===== config.mk =====
export PLATFORM = sky130hd
export DESIGN_NAME = scene_text_tokenizer_top
export DESIGN_NICKNAME = d
export VERILOG_FILES = /design/src/hw/rtl/stt_pkg.sv /design/src/hw/rtl/scene_text_tokenizer_top.sv /design/src/hw/rtl/stt_in_stage.sv /design/src/hw/rtl/stt_lexer.sv
export VERILOG_INCLUDE_DIRS = /design/src /design/src/hw/rtl
export SDC_FILE = /design/constraint.sdc
export NUM_CORES = 1
export LEC_CHECK = 0
export BUFFER_PORTS_ARGS = -buffer_cell sky130_fd_sc_hd__buf_2
export CORE_MARGIN = 2
export CORE_UTILIZATION = 50
export CTS_CLUSTER_SIZE = 8
export DETAILED_ROUTE_END_ITERATION = 8
export PLACE_DENSITY = 0.79
export SLEW_MARGIN = 25
export SYNTH_ARGS = -nofsm -noshare
export SYNTH_HDL_FRONTEND = slang
export SYNTH_SLANG_ARGS = --single-unit

===== constraint.sdc =====
create_clock -name clk -period 2.66 [get_ports clk]
set_clock_uncertainty 0.2 [all_clocks]
set_input_delay 0.532 -clock clk [delete_from_list [all_inputs] [get_ports clk]]
set_output_delay 0.532 -clock clk [all_outputs]
set_load 0.005 [all_outputs]

===== src/hw/rtl/scene_text_tokenizer_top_macros.svh =====
// ----------------------------------------------------------------------------
// scene text tokenizer assertion macros
// concurrent checks sampled on clk, disabled while arst_n is low
// ----------------------------------------------------------------------------
`ifndef SCENE_TEXT_TOKENIZER_TOP_MACROS_SVH
`define SCENE_TEXT_TOKENIZER_TOP_MACROS_SVH

// same-cycle implication
`define STT_ASSERT_NOW(lbl, ante, cons, msg) \
	lbl: assert property (@(posedge clk) disable iff (!arst_n) (ante) |-> (cons)) \
		else $error(msg);

// next-cycle implication
`define STT_ASSERT_NEXT(lbl, ante, cons, msg) \
	lbl: assert property (@(posedge clk) disable iff (!arst_n) (ante) |=> (cons)) \
		else $error(msg);

`endif


===== src/hw/rtl/stt_pkg.sv =====
// ----------------------------------------------------------------------------
// stt_pkg
// request and result types and character codes of the scene text tokenizer
// ----------------------------------------------------------------------------
package stt_pkg;

	typedef struct packed {
		logic [7:0] in_byte;
		logic       end_of_input;
	} chr_t;

	typedef struct packed {
		logic [7:0] out_byte;
		logic       out_valid;
		logic [2:0] token_kind;
		logic       token_first;
		logic       token_last;
		logic       prev_closed;
		logic [1:0] error_code;
	} tok_t;

	localparam logic [2:0] KIND_NONE    = 3'd0;
	localparam logic [2:0] KIND_WORD    = 3'd1;
	localparam logic [2:0] KIND_STRING  = 3'd2;
	localparam logic [2:0] KIND_BRACKET = 3'd3;
	localparam logic [2:0] KIND_COMMENT = 3'd4;

	localparam logic [1:0] ERR_NONE   = 2'd0;
	localparam logic [1:0] ERR_EOF    = 2'd1;
	localparam logic [1:0] ERR_NL     = 2'd2;
	localparam logic [1:0] ERR_ESCAPE = 2'd3;

	localparam logic [7:0] CH_BS     = 8'h08;
	localparam logic [7:0] CH_TAB    = 8'h09;
	localparam logic [7:0] CH_LF     = 8'h0a;
	localparam logic [7:0] CH_FF     = 8'h0c;
	localparam logic [7:0] CH_CR     = 8'h0d;
	localparam logic [7:0] CH_SPACE  = 8'h20;
	localparam logic [7:0] CH_DQUOTE = 8'h22;
	localparam logic [7:0] CH_HASH   = 8'h23;
	localparam logic [7:0] CH_SQUOTE = 8'h27;
	localparam logic [7:0] CH_LBRACK = 8'h5b;
	localparam logic [7:0] CH_BSLASH = 8'h5c;
	localparam logic [7:0] CH_RBRACK = 8'h5d;
	localparam logic [7:0] CH_LOW_B  = 8'h62;
	localparam logic [7:0] CH_LOW_F  = 8'h66;
	localparam logic [7:0] CH_LOW_N  = 8'h6e;
	localparam logic [7:0] CH_LOW_R  = 8'h72;
	localparam logic [7:0] CH_LOW_T  = 8'h74;

endpackage


===== src/hw/rtl/scene_text_tokenizer_top.sv =====
// ----------------------------------------------------------------------------
// scene_text_tokenizer_top
// tags each byte of a text stream with its token role, decoding string escapes
// ----------------------------------------------------------------------------
// channel  dir  payload  handshake
// chr      in   chr_t    chr_valid / chr_stall
// tok      out  tok_t    tok_valid / tok_stall
//
// one request accepted per cycle while chr_stall is low, one result per request
// a request lands in the input register at acceptance and moves on to the result
// register when the lexer takes it, which is when its result becomes valid
// the lexer mode register updates as a request moves into the result register
// reset empties both stages and sets the lexer idle between tokens
// tok_stall backs up through both stages to chr_stall once both are full
// ----------------------------------------------------------------------------
module scene_text_tokenizer_top import stt_pkg::*; (
	input  logic clk,
	input  logic arst_n,
	input  logic chr_valid,
	output logic chr_stall,
	input  chr_t chr,
	output logic tok_valid,
	input  logic tok_stall,
	output tok_t tok
);

	logic req_valid;
	logic req_stall;
	chr_t req;

	stt_in_stage u_in_stage (
		.clk       (clk),
		.arst_n    (arst_n),
		.chr_valid (chr_valid),
		.chr_stall (chr_stall),
		.chr       (chr),
		.req_valid (req_valid),
		.req_stall (req_stall),
		.req       (req)
	);

	stt_lexer u_lexer (
		.clk       (clk),
		.arst_n    (arst_n),
		.req_valid (req_valid),
		.req_stall (req_stall),
		.req       (req),
		.tok_valid (tok_valid),
		.tok_stall (tok_stall),
		.tok       (tok)
	);

endmodule


===== src/hw/rtl/stt_in_stage.sv =====
// ----------------------------------------------------------------------------
// stt_in_stage
// input register: captures one request per cycle, holds it while downstream stalls
// ----------------------------------------------------------------------------
module stt_in_stage import stt_pkg::*; (
	input  logic clk,
	input  logic arst_n,
	input  logic chr_valid,
	output logic chr_stall,
	input  chr_t chr,
	output logic req_valid,
	input  logic req_stall,
	output chr_t req
);

	logic req_valid_s1;
	chr_t req_s1;

	assign chr_stall = req_valid_s1 & req_stall;
	assign req_valid = req_valid_s1;
	assign req       = req_s1;

	always_ff @(posedge clk or negedge arst_n) begin
		if (!arst_n) begin
			req_valid_s1 <= 1'b0;
		end else if (!chr_stall) begin
			req_valid_s1 <= chr_valid;
		end
	end

	always_ff @(posedge clk) begin
		if (chr_valid && !chr_stall) begin
			req_s1 <= chr;
		end
	end

endmodule


===== src/hw/rtl/stt_lexer.sv =====
// ----------------------------------------------------------------------------
// stt_lexer
// lexer mode register, per-byte token classification and result register
// ----------------------------------------------------------------------------
`include "scene_text_tokenizer_top_macros.svh"

module stt_lexer import stt_pkg::*; (
	input  logic clk,
	input  logic arst_n,
	input  logic req_valid,
	output logic req_stall,
	input  chr_t req,
	output logic tok_valid,
	input  logic tok_stall,
	output tok_t tok
);

	typedef enum logic [2:0] {
		M_IDLE,
		M_WORD,
		M_COMMENT,
		M_STRING,
		M_ESCAPE,
		M_ERR_EOF,
		M_ERR_NL,
		M_ERR_ESC
	} mode_t;

	mode_t mode_q;
	mode_t mode_d;
	mode_t start_mode;
	tok_t  res_d;
	tok_t  start_res;
	tok_t  res_s2;
	logic  res_valid_s2;
	logic  take;
	logic  [7:0] c;
	logic  eoi;
	logic  blank;
	logic  is_bracket;
	logic  esc_ok;
	logic  [7:0] esc_byte;

	assign c    = req.in_byte;
	assign eoi  = req.end_of_input;
	assign take = req_valid & ~req_stall;

	assign req_stall = res_valid_s2 & tok_stall;
	assign tok_valid = res_valid_s2;
	assign tok       = res_s2;

	assign blank      = (c == CH_SPACE) || (c == CH_TAB) || (c == CH_CR) || (c == CH_LF);
	assign is_bracket = (c == CH_LBRACK) || (c == CH_RBRACK);

	always_comb begin
		esc_ok   = 1'b1;
		esc_byte = c;
		case (c)
			CH_LOW_B: esc_byte = CH_BS;
			CH_LOW_F: esc_byte = CH_FF;
			CH_LOW_N: esc_byte = CH_LF;
			CH_LOW_R: esc_byte = CH_CR;
			CH_LOW_T: esc_byte = CH_TAB;
			CH_BSLASH, CH_SQUOTE, CH_DQUOTE: esc_byte = c;
			default: esc_ok = 1'b0;
		endcase
	end

	// token start as seen between tokens
	always_comb begin
		start_res  = '0;
		start_mode = M_IDLE;
		if (!blank) begin
			start_res.out_byte    = c;
			start_res.out_valid   = 1'b1;
			start_res.token_first = 1'b1;
			if (c == CH_DQUOTE) begin
				start_res.token_kind = KIND_STRING;
				start_mode           = M_STRING;
			end else if (is_bracket) begin
				start_res.token_kind = KIND_BRACKET;
				start_res.token_last = 1'b1;
			end else if (c == CH_HASH) begin
				start_res.token_kind = KIND_COMMENT;
				start_mode           = M_COMMENT;
			end else begin
				start_res.token_kind = KIND_WORD;
				start_mode           = M_WORD;
			end
		end
	end

	always_comb begin
		res_d  = '0;
		mode_d = mode_q;
		case (mode_q)
			M_IDLE: begin
				if (!eoi) begin
					res_d  = start_res;
					mode_d = start_mode;
				end
			end
			M_WORD: begin
				if (eoi) begin
					res_d.prev_closed = 1'b1;
					mode_d            = M_IDLE;
				end else if (blank || c == CH_DQUOTE || is_bracket) begin
					res_d             = start_res;
					res_d.prev_closed = 1'b1;
					mode_d            = start_mode;
				end else begin
					res_d.out_byte   = c;
					res_d.out_valid  = 1'b1;
					res_d.token_kind = KIND_WORD;
				end
			end
			M_COMMENT: begin
				if (eoi || c == CH_LF || c == CH_CR) begin
					res_d.prev_closed = 1'b1;
					mode_d            = M_IDLE;
				end else begin
					res_d.out_byte   = c;
					res_d.out_valid  = 1'b1;
					res_d.token_kind = KIND_COMMENT;
				end
			end
			M_STRING: begin
				if (eoi) begin
					res_d.error_code = ERR_EOF;
					mode_d           = M_ERR_EOF;
				end else if (c == CH_DQUOTE) begin
					res_d.out_byte   = c;
					res_d.out_valid  = 1'b1;
					res_d.token_kind = KIND_STRING;
					res_d.token_last = 1'b1;
					mode_d           = M_IDLE;
				end else if (c == CH_LF) begin
					res_d.error_code = ERR_NL;
					mode_d           = M_ERR_NL;
				end else if (c == CH_BSLASH) begin
					// backslash itself yields no text
					mode_d = M_ESCAPE;
				end else begin
					res_d.out_byte   = c;
					res_d.out_valid  = 1'b1;
					res_d.token_kind = KIND_STRING;
				end
			end
			M_ESCAPE: begin
				if (eoi) begin
					res_d.error_code = ERR_EOF;
					mode_d           = M_ERR_EOF;
				end else if (!esc_ok) begin
					res_d.error_code = ERR_ESCAPE;
					mode_d           = M_ERR_ESC;
				end else begin
					res_d.out_byte   = esc_byte;
					res_d.out_valid  = 1'b1;
					res_d.token_kind = KIND_STRING;
					mode_d           = M_STRING;
				end
			end
			M_ERR_EOF: res_d.error_code = ERR_EOF;
			M_ERR_NL:  res_d.error_code = ERR_NL;
			M_ERR_ESC: res_d.error_code = ERR_ESCAPE;
			default:   res_d.error_code = ERR_ESCAPE;
		endcase
	end

	always_ff @(posedge clk or negedge arst_n) begin
		if (!arst_n) begin
			mode_q       <= M_IDLE;
			res_valid_s2 <= 1'b0;
			res_s2       <= '0;
		end else begin
			if (take) begin
				mode_q       <= mode_d;
				res_s2       <= res_d;
				res_valid_s2 <= 1'b1;
			end else if (!tok_stall) begin
				res_valid_s2 <= 1'b0;
			end
		end
	end

	`STT_ASSERT_NEXT(a_err_sticky,
		mode_q == M_ERR_EOF || mode_q == M_ERR_NL || mode_q == M_ERR_ESC,
		$stable(mode_q), "error mode left before reset")
	`STT_ASSERT_NOW(a_empty_clean, tok_valid && !tok.out_valid,
		tok.out_byte == 8'd0 && tok.token_kind == KIND_NONE && !tok.token_first
		&& !tok.token_last, "text fields set without text byte")
	`STT_ASSERT_NOW(a_err_no_text, tok_valid && tok.error_code != ERR_NONE,
		!tok.out_valid && !tok.prev_closed, "text reported alongside an error")
	`STT_ASSERT_NOW(a_last_kind, tok_valid && tok.token_last,
		tok.token_kind == KIND_STRING || tok.token_kind == KIND_BRACKET,
		"token end on a word or comment byte")
	`STT_ASSERT_NEXT(a_hold_result, tok_valid && tok_stall,
		tok_valid && $stable(tok) && $stable(mode_q), "stalled result or mode changed")

endmodule


### Word level (Yosys, flattened, before mapping)

Index checks and enable logic that the tools add are counted.

| operators by class | value |
|---|---|
| bitwise operators | 4 |
| eq/ne operators | 27 |
| multiplexer cells | 51 |
| reductions and logical operators | 14 |

Operators with widths:

| operator | count |
|---|---|
| $mux W12 | 8 |
| $eq A8 B7 Y1 const B | 8 |
| $pmux W12 S5 | 1 |
| $mux W3 | 16 |
| $pmux W8 S5 | 1 |
| $eq A8 B6 Y1 const B | 4 |
| $mux W14 | 2 |
| $eq A8 B4 Y1 const B | 3 |
| $mux W17 | 1 |
| $pmux W3 S5 | 1 |
| $mux W2 | 7 |
| $pmux W2 S7 | 1 |
| $eq A3 B3 Y1 const B | 4 |
| $mux W1 | 9 |
| $logic_or A1 B1 Y1 | 8 |
| $reduce_or A8 Y1 | 1 |
| $eq A3 B2 Y1 const B | 2 |
| $pmux W1 S3 | 2 |
| $reduce_and A6 Y1 | 1 |
| $mux W5 | 1 |
| $ne A5 B2 Y1 const B | 1 |
| $reduce_bool A5 Y1 | 1 |
| $ne A2 B1 Y1 const B | 2 |
| $and A1 B1 Y1 | 3 |
| 8 further kinds | 8 |

| storage, ports and cells | value |
|---|---|
| register bits after elaboration | 31 |
| bits of input ports | 13 |
| output and inout port bits | 19 |
| logic and storage cells | 108 |

### Depth between registers and ports, before layout

Gate-level depths: netlist of the first run.

| logic depth | value |
|---|---|
| depth after elaboration | 9 |
| mapped depth | 8 |
| depth with buffers taken out | 6 |

### Modules after synthesis

From an unflattened synthesis of the first run, not the netlist that was laid out.

| unflattened totals | value |
|---|---|
| cell total of the unflattened synthesis | 196 |
| area total of the unflattened synthesis | 1881.8 µm² |

Modules (own cells, without submodules):

| module | area an instance (µm²) | times used | sequential area each (µm²) | cells each |
|---|---|---|---|---|
| stt_lexer | 1561.5 | 1 | 525.5 | 183 |
| stt_in_stage | 320.3 | 1 | 295.3 | 13 |

### Least setup slack after synthesis of the first run

No wires, ideal clock.

| path | value |
|---|---|
| path kind | register to register |
| from | register u_in_stage.req_s1, in the netlist u_in_stage.req[5] |
| to | register u_lexer.res_s2, in the netlist u_lexer.tok[14] |
| arrival time | 2.241 ns |
| setup slack | 0.097 ns |
| setup time | 0.121 ns |
| path buffers | 2 |
| required time | 2.339 ns |
| stages on the path, launching flop included | 9 |
| period minus slack after synthesis | 2.563 ns |
| cell sequence | edfxtp_1 > buf_6 > or3_4 > buf_6 > or4_4 > nand3_4 > nand2_4 > or3_1 > a32o_2 |

| between the ends | value |
|---|---|
| longest elaborated chain between the ends | 9 |
| elaborated cells between the ends (all ways) | 37 |
| those cells by class | 14 x eq/ne; 14 x mux; 9 x reduce/logical |

RTL lines:

| element | line | RTL |
|---|---|---|
| from (decl) | stt_in_stage.sv:17 | `chr_t req_s1;` |
| from (signal assigned) | stt_in_stage.sv:33 | `req_s1 <= chr;` |
| $eq A8 B6 Y1 or $eq A8 B4 Y1 (tied branches) | stt_lexer.sv:52 | `assign blank = (c == CH_SPACE) \|\| (c == CH_TAB) \|\| (c == CH_CR) \|\| (c == CH_LF);` |
| $logic_or A1 B1 Y1 (3 in a row) | stt_lexer.sv:52 |  |
| $logic_or A1 B1 Y1 (2 in a row) | stt_lexer.sv:107 | `end else if (blank \|\| c == CH_DQUOTE \|\| is_bracket) begin` |
| $mux W12 | stt_lexer.sv:107 |  |
| $mux W14 | stt_lexer.sv:104 | `if (eoi) begin` |
| $pmux W12 S5 * | stt_lexer.sv:96 | `case (mode_q)` |
| to (signal assigned) | stt_lexer.sv:178 | `res_s2 <= res_d;` |
| to (decl) | stt_lexer.sv:34 | `tok_t res_s2;` |

Mark *: on every way between the ends. The rest lies on a longest branch, timed or not.
A chain may end at the register's enable or synchronous reset.

### Worst setup path after layout of the first run

Same ends and word-level chain as after synthesis.

==> results.py, run 1 <==
metrics = {
    "sta": {
        "hold_viol_final": 3,
        "finalMaxSlewViolations": 0,
        "finalCritPeriodShare_pct": 95.96,
        "hold-worst-slack_ns": -0.001475,
        "max_freq_mhz": 391.8,
        "worst_pin_slew_ns": 0.6029,
        "setup_viol": 0,
        "slew_headroom_pct": 59.17,
        "fin_crit_ns": 2.552,
        "rsz0062_at_grt": "false",
        "fin_tns_setup_ns": 0,
    },
    "synthesis": {
        "yosys_most_used_dff": "dfrtp_1",
        "syn_inst": 198,
        "synth_area_leaders": "dfrtp_1 29%, edfxtp_1 14%, nand2_1 5.6%",
        "synth_top_area_share_pct": 29.35,
        "ys_ff_latch": 31,
        "synth-async-reset-ratio_pct": 70.97,
        "synthTopCellsByCount": "28 x nand2_1, 22 x dfrtp_1, 10 x clkbuf_1",
        "syn_avg_cell_area_sq_um": 9.472,
        "synth_nets": 211,
        "ys_seq_area_share_pct": 43.76,
        "syn-cell-area_sq_um": 1876,
        "synthDistinctLibCells": 57,
        "synth_edf_count": 9,
        "synth.most_common_cell": "nand2_1",
        "synth_top_area_cell": "dfrtp_1",
        "ys_warn_count": 0,
    },
    "global_route": {
        "grt_pass1_wl_um": 7286,
        "grt_max_degree": 25,
        "antenna_found_initial": 0,
        "gr-total-overflow": 0,
        "track_usage_pct": 22.88,
        "first_global_vias": 1522,
    },
    "floorplanning": {
        "core_sq_um": 3633,
        "num_rows": 22,
        "start_util_pct": 51.62,
        "top_level_ports": 32,
        "die-width_um": 65.25,
        "die_area_sq_um": 4257,
        "fp.dieH_um": 65.25,
    },
    "clock_network": {
        "cts-root-buf": "clkbuf_8",
        "cts_buffers": 5,
        "cts_tree": "done",
        "cts_setup_buffers": 0,
        "clock_latency_ns": 0.28,
        "cts_max_level": 2,
        "clockBufferDepth": 2,
        "path_clk_slew_ns": 0.06,
        "clock_sinks": 31,
    },
    "power_and_ir_drop": {
        "p_leak_uw": 0.001052,
        "power_density_nw_per_um2": 579.9,
        "vdd_ir_drop_max_mv": 0.3187,
        "p_total_uw": 1308,
    },
    "worst_setup_path": {
        "crit_fanout": 7,
        "crit_type": "reg2reg",
        "cp.required_ns": 2.63,
        "cp-end-kind": "flop",
        "startpoint_type": "flop",
        "cp_data_arrival_time_ns": 2.53,
    },
    "finish": {
        "nets": 250,
        "drive_gt1_share_pct": 27.73,
        "final_core_util_pct": 62.09,
        "n_antenna_cell": 0,
        "area_growth_pct": 20.28,
    },
    "worst_hold_path": {
        "holdCritPathClass": "in2async",
    },
    "outcome": {
        "violations": "negative hold slack",
        "outcome": "finished, violations left",
    },
    "flow_run": {
        "cap_violations": 0,
    },
    "placement": {
        "gp_congestion": 0.8543,
        "hpwl_um": 3206,
        "port_buffers": 31,
    },
    "detailed_routing": {
        "num_vias": 1647,
        "drc_errors": 0,
        "vias_per_cell": 5.759,
        "drt_iter0_markers": 119,
        "wl_per_cell_um": 14.92,
        "routed_wl_um": 4266,
        "ant_nets": 0,
        "detail_route.first_pass.iterations": 5,
    },
}
==> per-stage QoR <==
step	worst slack, ns	hold WS [ns]	cells	area, sq um
global route	0.005433	0.02948	286	2256
finish	0.1076	-0.001475	286	2256
detailed placement	0.1136	0.2552	278	2133
floorplan	0.09730	0.03641	198	1876
CTS	0.1039	0.008184	286	2251
global placement	0.1588	0.2460	278	2133
==> kinds of logic after synthesis <==
| logic type | Yosys count | share of synthesized area [%] |
|---|---|---|
| simple gates | 85 | 26.28 |
| compound gates | 57 | 22.42 |
| flops | 31 | 43.76 |
| buf+inv | 20 | 4.937 |
| mux | 3 | 1.668 |
| xor+xnor | 2 | 0.9341 |
==> worst max-delay path, cell delays in order, from the launching register on <==
cell,delay [ns]
edfxtp_1,0.46
or3_4,0.47
or4_4,0.48
nand3_4,0.10
nand2_4,0.07
or3_1,0.39
a32o_2,0.27
==> state kept, by name, indices dropped and copies added (netlist names) <==
| name | flops |
|---|---|
| u_in_stage.req | 9 |
| u_in_stage.req_valid | 1 |
| u_lexer.mode_q | 3 |
| u_lexer.tok | 17 |
| u_lexer.tok_valid | 1 |
==> where the power goes <==
part	total, uW	internal, uW	switching [uW]
registers	576	524	52.6
clock network	472	303	169
logic	260	113	147
total	1310	939	369
==> metal layers <==
metal  part of all wire [%]  vias to the layer above  global-route usage (%)  wire length [um]
met5                      0                        -                       0                 0
met2                     45                       67                   35.08              1911
met1                     46                      756                   30.51              1971
li1                       -                      819                       -                 -
met4                    1.8                        0                   8.854                78
met3                    7.1                        5                   6.678               305
==> cell usage in the layout, fill, tap and decap left out, types with 4 or more instances in the layout <==
cell type	synthesis	routed
a21o_1	4	4
edfxtp_1	9	9
nor2b_1	4	4
inv_1	6	6
nor2_1	7	7
nand2b_1	7	7
o31ai_1	6	6
nor3_1	7	6
a21oi_1	8	8
buf_2	2	31
nand2_1	28	28
dfrtp_1	22	22
buf_4	0	15
o21ai_0	9	9
clkbuf_8	0	6
and2_1	4	4
==> area by class of cell <==
type	instances	area (sq um)
clock inverters	2	35.03
fillers	342	1378
clock buffers	6	82.58
repair buffers	46	267.8
well taps	48	60.06
flip-flops and latches	31	820.8
multi-input cells	147	967.2
inverters	6	22.52
==> final timing paths <==
path                                   start                end  depth (start not counted)  slack (ns)
setup / recovery           u_in_stage.req[5]    u_lexer.tok[14]                          6        0.11
hold / removal                        arst_n    u_lexer.tok[15]                          1      -0.001
setup reg to reg           u_in_stage.req[5]    u_lexer.tok[14]                          6        0.11
hold reg to reg              u_lexer.tok[10]    u_lexer.tok[10]                          2        0.26
max in group asynchronous             arst_n  u_lexer.mode_q[0]                          1        1.93
min in group clk                      chr[7]  u_in_stage.req[7]                          1        0.22
==> what timing repair did <==
action | 4_1_cts | 5_1_grt
hold buffers | 0 | 0
endpoints found under the setup margin | 0 | 1
gates resized for setup | 0 | 1
(Power assumes the default switching activity.)
==> run 2, diff against run 1 <==
--- a/config.mk
+++ b/config.mk
@@ -8,10 +8,10 @@
 export LEC_CHECK = 0
 export BUFFER_PORTS_ARGS = -buffer_cell sky130_fd_sc_hd__buf_2
 export CORE_MARGIN = 2
-export CORE_UTILIZATION = 50
+export CORE_UTILIZATION = 29
 export CTS_CLUSTER_SIZE = 8
 export DETAILED_ROUTE_END_ITERATION = 8
-export PLACE_DENSITY = 0.79
+export PLACE_DENSITY = 0.52
 export SLEW_MARGIN = 25
 export SYNTH_ARGS = -nofsm -noshare
 export SYNTH_HDL_FRONTEND = slang
==> results.py, run 2 (synthesized netlist as in run 1, its figures left out) <==
metrics = {
    "finish": {
        "n_fill_cell": 653,
        "fin_cells": 315,
        "final_common_cell": "buf_2",
        "n_antenna_cell": 0,
        "layout_common_cells": "31 x buf_2, 28 x nand2_1, 22 x dfrtp_1",
        "largest_reg_flops": 17,
        "nets": 250,
        "area_growth_pct": 20.01,
        "drive_gt1_share_pct": 26.47,
    },
    "detailed_routing": {
        "routed_wl_um": 4539,
        "detail_route.first_pass.iterations": 4,
        "ant_nets": 0,
        "vias_per_cell": 5.114,
        "wl_per_cell_um": 14.41,
        "num_vias": 1611,
        "drc_errors": 0,
        "drt_iter0_markers": 133,
    },
    "clock_network": {
        "postCtsResizedCells": 0,
        "cts_hold_buffers": 0,
        "cts-root-buf": "clkbuf_8",
        "clockBufferDepth": 2,
        "clock_sinks": 31,
        "clock_latency_ns": 0.28,
        "cts_tree": "done",
        "cts_setup_buffers": 0,
        "path_clk_slew_ns": 0.06,
        "cts_max_level": 2,
        "cts_buffers": 5,
    },
    "worst_setup_path": {
        "cp_data_arrival_time_ns": 2.54,
        "crit_fanout": 6,
        "critical_path.startpoint": "u_in_stage.req[1]",
        "rrSetupSlack_ns": 0.09,
        "crit_type": "reg2reg",
        "cpPeakStageDelay_ns": 0.54,
        "cp.required_ns": 2.63,
        "r2r-end": "u_lexer.tok[14]",
        "path_cells": "or4b_1, a211o_1, nand3_4, nand2_4, or3_1, a32o_2",
        "cp_num_buf_inv": 0,
        "critPathSlowestCell": "or4b_1",
        "startpoint_type": "flop",
        "cp-end-kind": "flop",
        "worstReg2RegStart": "u_in_stage.req[1]",
        "crit_family": "simple AND/OR/NAND/NOR gates",
        "worstRegToRegCells": 6,
    },
    "placement": {
        "hpwl_um": 3515,
        "dp_cells": 307,
        "port_buffers": 31,
        "gp_congestion": 0.8590,
    },
    "global_route": {
        "gr-total-overflow": 0,
        "first_global_vias": 1523,
        "track_usage_pct": 13.70,
        "antenna_found_initial": 0,
        "grt_pass1_wl_um": 7762,
        "grt_max_degree": 23,
    },
    "floorplanning": {
        "core_sq_um": 6314,
        "fp.dieH_um": 84.42,
        "die-width_um": 84.42,
        "top_level_ports": 32,
        "die_area_sq_um": 7127,
        "num_rows": 29,
        "start_util_pct": 29.71,
    },
    "worst_hold_path": {
        "holdCritPathClass": "in2async",
    },
    "sta": {
        "fin_tns_setup_ns": 0,
        "worst_pin_slew_ns": 0.7026,
        "rsz0062_at_grt": "false",
        "slew_headroom_pct": 53.16,
        "hold_viol_final": 0,
        "setup_viol": 0,
        "finalMaxSlewViolations": 0,
        "max_freq_mhz": 388.8,
        "finalCritPeriodShare_pct": 96.68,
        "fin_crit_ns": 2.572,
    },
    "power_and_ir_drop": {
        "vdd_ir_drop_max_mv": 0.2149,
        "power_density_nw_per_um2": 529.5,
        "p_leak_uw": 0.001031,
    },
    "outcome": {
        "outcome": "completed",
    },
    "flow_run": {
        "cap_violations": 0,
    },
}
## run 2: worst max-delay path by stage
stage | endpoint | slack, ns | cells after the start
2_1_floorplan | u_lexer.tok[14] | 0.1 | 8
3_3_place_gp | u_lexer.mode_q[1] | 0.16 | 7
3_5_place_dp | u_lexer.tok[14] | 0.12 | 6
4_1_cts | u_lexer.tok[14] | 0.10 | 6
5_1_grt | u_lexer.mode_q[1] | 0.002 | 6
6_report | u_lexer.tok[14] | 0.09 | 6
## run 2: routing by layer
metal,global-route usage [%],wire (um),vias up
met4,3.463,42,0
met5,0,0,-
met2,20.71,2032,42
met1,19.52,2231,743
li1,-,-,821
met3,3.736,233,5
## run 2: per-stage QoR
step / hold WS (ns) / worst slack [ns] / power (uW) / instance area, sq um / util (%)
after detailed placement: 0.2596 / 0.1185 / 845.2 / 2170 / 34.36
after CTS: 0.04926 / 0.1017 / 1210 / 2251 / 35.65
final: 0.009873 / 0.08826 / 1192 / 2251 / 35.65
after global placement: 0.2528 / 0.1580 / 845.7 / 2170 / 34.36
after global routing: 0.06336 / 0.002370 / 1280 / 2251 / 35.65
after floorplan: 0.03641 / 0.09730 / 757.3 / 1876 / -
## run 2: worst reg2reg max path: cells and delay by family, from the launching register on
family | cells | cell delay [ns]
AO/OA/AOI/OAI | 2 | 0.68
AND/OR/NAND/NOR | 4 | 1.13
flip-flops | 1 | 0.45
## run 2: report_power, final
group	switching (uW)	internal, uW
Combinational	145	117
Sequential	49.6	523
Clock	174	183
Total	369	823
## run 2: layout make-up
cell class / instances / area [sq um] / share of cell area (%)
clock buffer: 7 / 76.32 / 3.391
clock inverter: 1 / 5.005 / 0.2223
inverter: 6 / 22.52 / 1.001
multi-input combinational: 147 / 962.2 / 42.75
sequential: 31 / 820.8 / 36.46
tap: 77 / 96.34 / 4.280
timing repair buffer: 46 / 267.8 / 11.90
==> run 3, diff against run 2 <==
--- a/config.mk
+++ b/config.mk
@@ -7,6 +7,7 @@
 export NUM_CORES = 1
 export LEC_CHECK = 0
 export BUFFER_PORTS_ARGS = -buffer_cell sky130_fd_sc_hd__buf_2
+export CORE_ASPECT_RATIO = 1.1
 export CORE_MARGIN = 2
 export CORE_UTILIZATION = 29
 export CTS_CLUSTER_SIZE = 8
==> results.py, run 3 (synthesized netlist as in run 1, its figures left out) <==
metrics = {
    "outcome": {
        "outcome": "completed",
    },
    "worst_setup_path": {
        "cpPeakStageDelay_ns": 0.48,
        "crit_fanout": 7,
        "crit_type": "reg2reg",
        "startpoint_type": "flop",
        "cp.required_ns": 2.63,
        "critPathSlowestCell": "or4_4",
        "cp_data_arrival_time_ns": 2.54,
        "path_cells": "or3_4, or4_4, nand3_4, nand2_4, or3_1, a32o_2",
        "cp-end-kind": "flop",
        "rrSetupSlack_ns": 0.09,
    },
    "global_route": {
        "grt_max_degree": 23,
        "antenna_found_initial": 0,
        "grt_pass1_wl_um": 7514,
        "track_usage_pct": 13.72,
        "first_global_vias": 1543,
        "gr-total-overflow": 0,
    },
    "power_and_ir_drop": {
        "p_int_uw": 914.5,
        "combPwrFrac_pct": 20.2,
        "p_total_uw": 1290,
        "p_leak_uw": 0.001045,
        "power_density_nw_per_um2": 564.3,
        "p_sw_share_pct": 29.11,
        "vdd_ir_drop_max_mv": 0.1810,
        "seq_power_share_pct": 44.7,
        "pwr-share-clk_pct": 35.1,
        "p_sw_uw": 375.5,
    },
    "sta": {
        "finalCritPeriodShare_pct": 96.53,
        "slew_headroom_pct": 52.94,
        "worst_pin_slew_ns": 0.7060,
        "fin_crit_ns": 2.568,
        "setup_viol": 0,
        "hold-worst-slack_ns": 0.01209,
        "rsz0062_at_grt": "false",
        "hold_viol_final": 0,
        "max_freq_mhz": 389.5,
        "finalMaxSlewViolations": 0,
        "fin_tns_setup_ns": 0,
    },
    "placement": {
        "placed_area_sq_um": 2173,
        "port_buffers": 31,
        "hpwl_um": 3494,
        "gp_congestion": 0.8506,
    },
    "detailed_routing": {
        "drc_errors": 0,
        "ant_nets": 0,
        "vias_per_cell": 5.085,
        "drt_iter0_markers": 221,
        "detail_route.first_pass.iterations": 5,
        "routed_wl_um": 4574,
        "wl_per_cell_um": 14.38,
        "num_vias": 1617,
    },
    "finish": {
        "finalInstanceArea_sq_um": 2286,
        "largest_reg_flops": 17,
        "drive_gt1_share_pct": 27.31,
        "seqCellArea_sq_um": 820.8,
        "nets": 250,
        "area_growth_pct": 21.88,
        "layout_common_cells": "31 x buf_2, 28 x nand2_1, 22 x dfrtp_1",
        "n_fill_cell": 663,
        "final_common_cell": "buf_2",
        "multi_input_area_sq_um": 967.2,
        "n_antenna_cell": 0,
    },
    "clock_network": {
        "cts_hold_buffers": 0,
        "clock_latency_ns": 0.28,
        "postCtsResizedCells": 0,
        "clockBufferDepth": 2,
        "path_clk_slew_ns": 0.07,
        "cts_setup_buffers": 0,
        "cts_max_level": 2,
        "cts-root-buf": "clkbuf_8",
        "clock_sinks": 31,
        "cts_tree": "done",
        "cts_buffers": 5,
    },
    "floorplanning": {
        "die-width_um": 80.68,
        "die_area_sq_um": 7127,
        "fp.dieH_um": 88.35,
        "top_level_ports": 32,
        "start_util_pct": 30.10,
        "num_rows": 30,
        "core_sq_um": 6231,
    },
    "worst_hold_path": {
        "holdCritPathClass": "in2async",
    },
    "flow_run": {
        "cap_violations": 0,
    },
}
## run 3: metrics by stage
step	instances	setup slack (ns)	utilization, %
6_report	318	0.09230	36.69
5_1_grt	318	0.002151	36.69
4_1_cts	318	0.09220	36.61
3_5_place_dp	310	0.1048	34.88
3_3_place_gp	310	0.1614	34.88
2_1_floorplan	198	0.09730	-
## run 3: final timing paths
kind	startpoint	endpoint	cells after the start
min in group clk	chr[5]	u_in_stage.req[5]	1
max reg2reg	u_in_stage.req[5]	u_lexer.tok[14]	6
max in group asynchronous	arst_n	u_lexer.tok[13]	1
min	arst_n	u_lexer.tok[0]	1
min reg2reg	u_lexer.tok[10]	u_lexer.tok[10]	2
max	u_in_stage.req[5]	u_lexer.tok[14]	6
## run 3: power groups by stage
stage | Clock, uW | Sequential, uW | Combinational [uW]
finish | 452 | 577 | 261
global route | 496 | 584 | 290
CTS | 469 | 576 | 261
detailed placement | 0 | 585 | 261
global placement | 0 | 585 | 262
floorplan | 0 | 548 | 210
## run 3: layer usage
| metal | vias up | global-route usage [%] | part of all wire [%] |
|---|---|---|---|
| li1 | 822 | - | - |
| met1 | 742 | 19.04 | 48 |
| met2 | 48 | 21.44 | 46 |
| met3 | 5 | 3.469 | 5.6 |
| met4 | 0 | 3.544 | 0.83 |
| met5 | - | 0 | 0 |
## run 3: worst max-delay path, delay by kind of cell (launching register included)
kind | cells | cell delay, ns
compound gates | 1 | 0.27
flops | 1 | 0.47
simple gates | 5 | 1.53
## run 3: area by class of cell
type | instances | area share [%]
multi-input combinational | 147 | 42.31
sequential | 31 | 35.91
timing repair buffer | 46 | 11.71
tap | 80 | 4.379
clock buffer | 5 | 3.010
clock inverter | 3 | 1.697
inverter | 6 | 0.9852
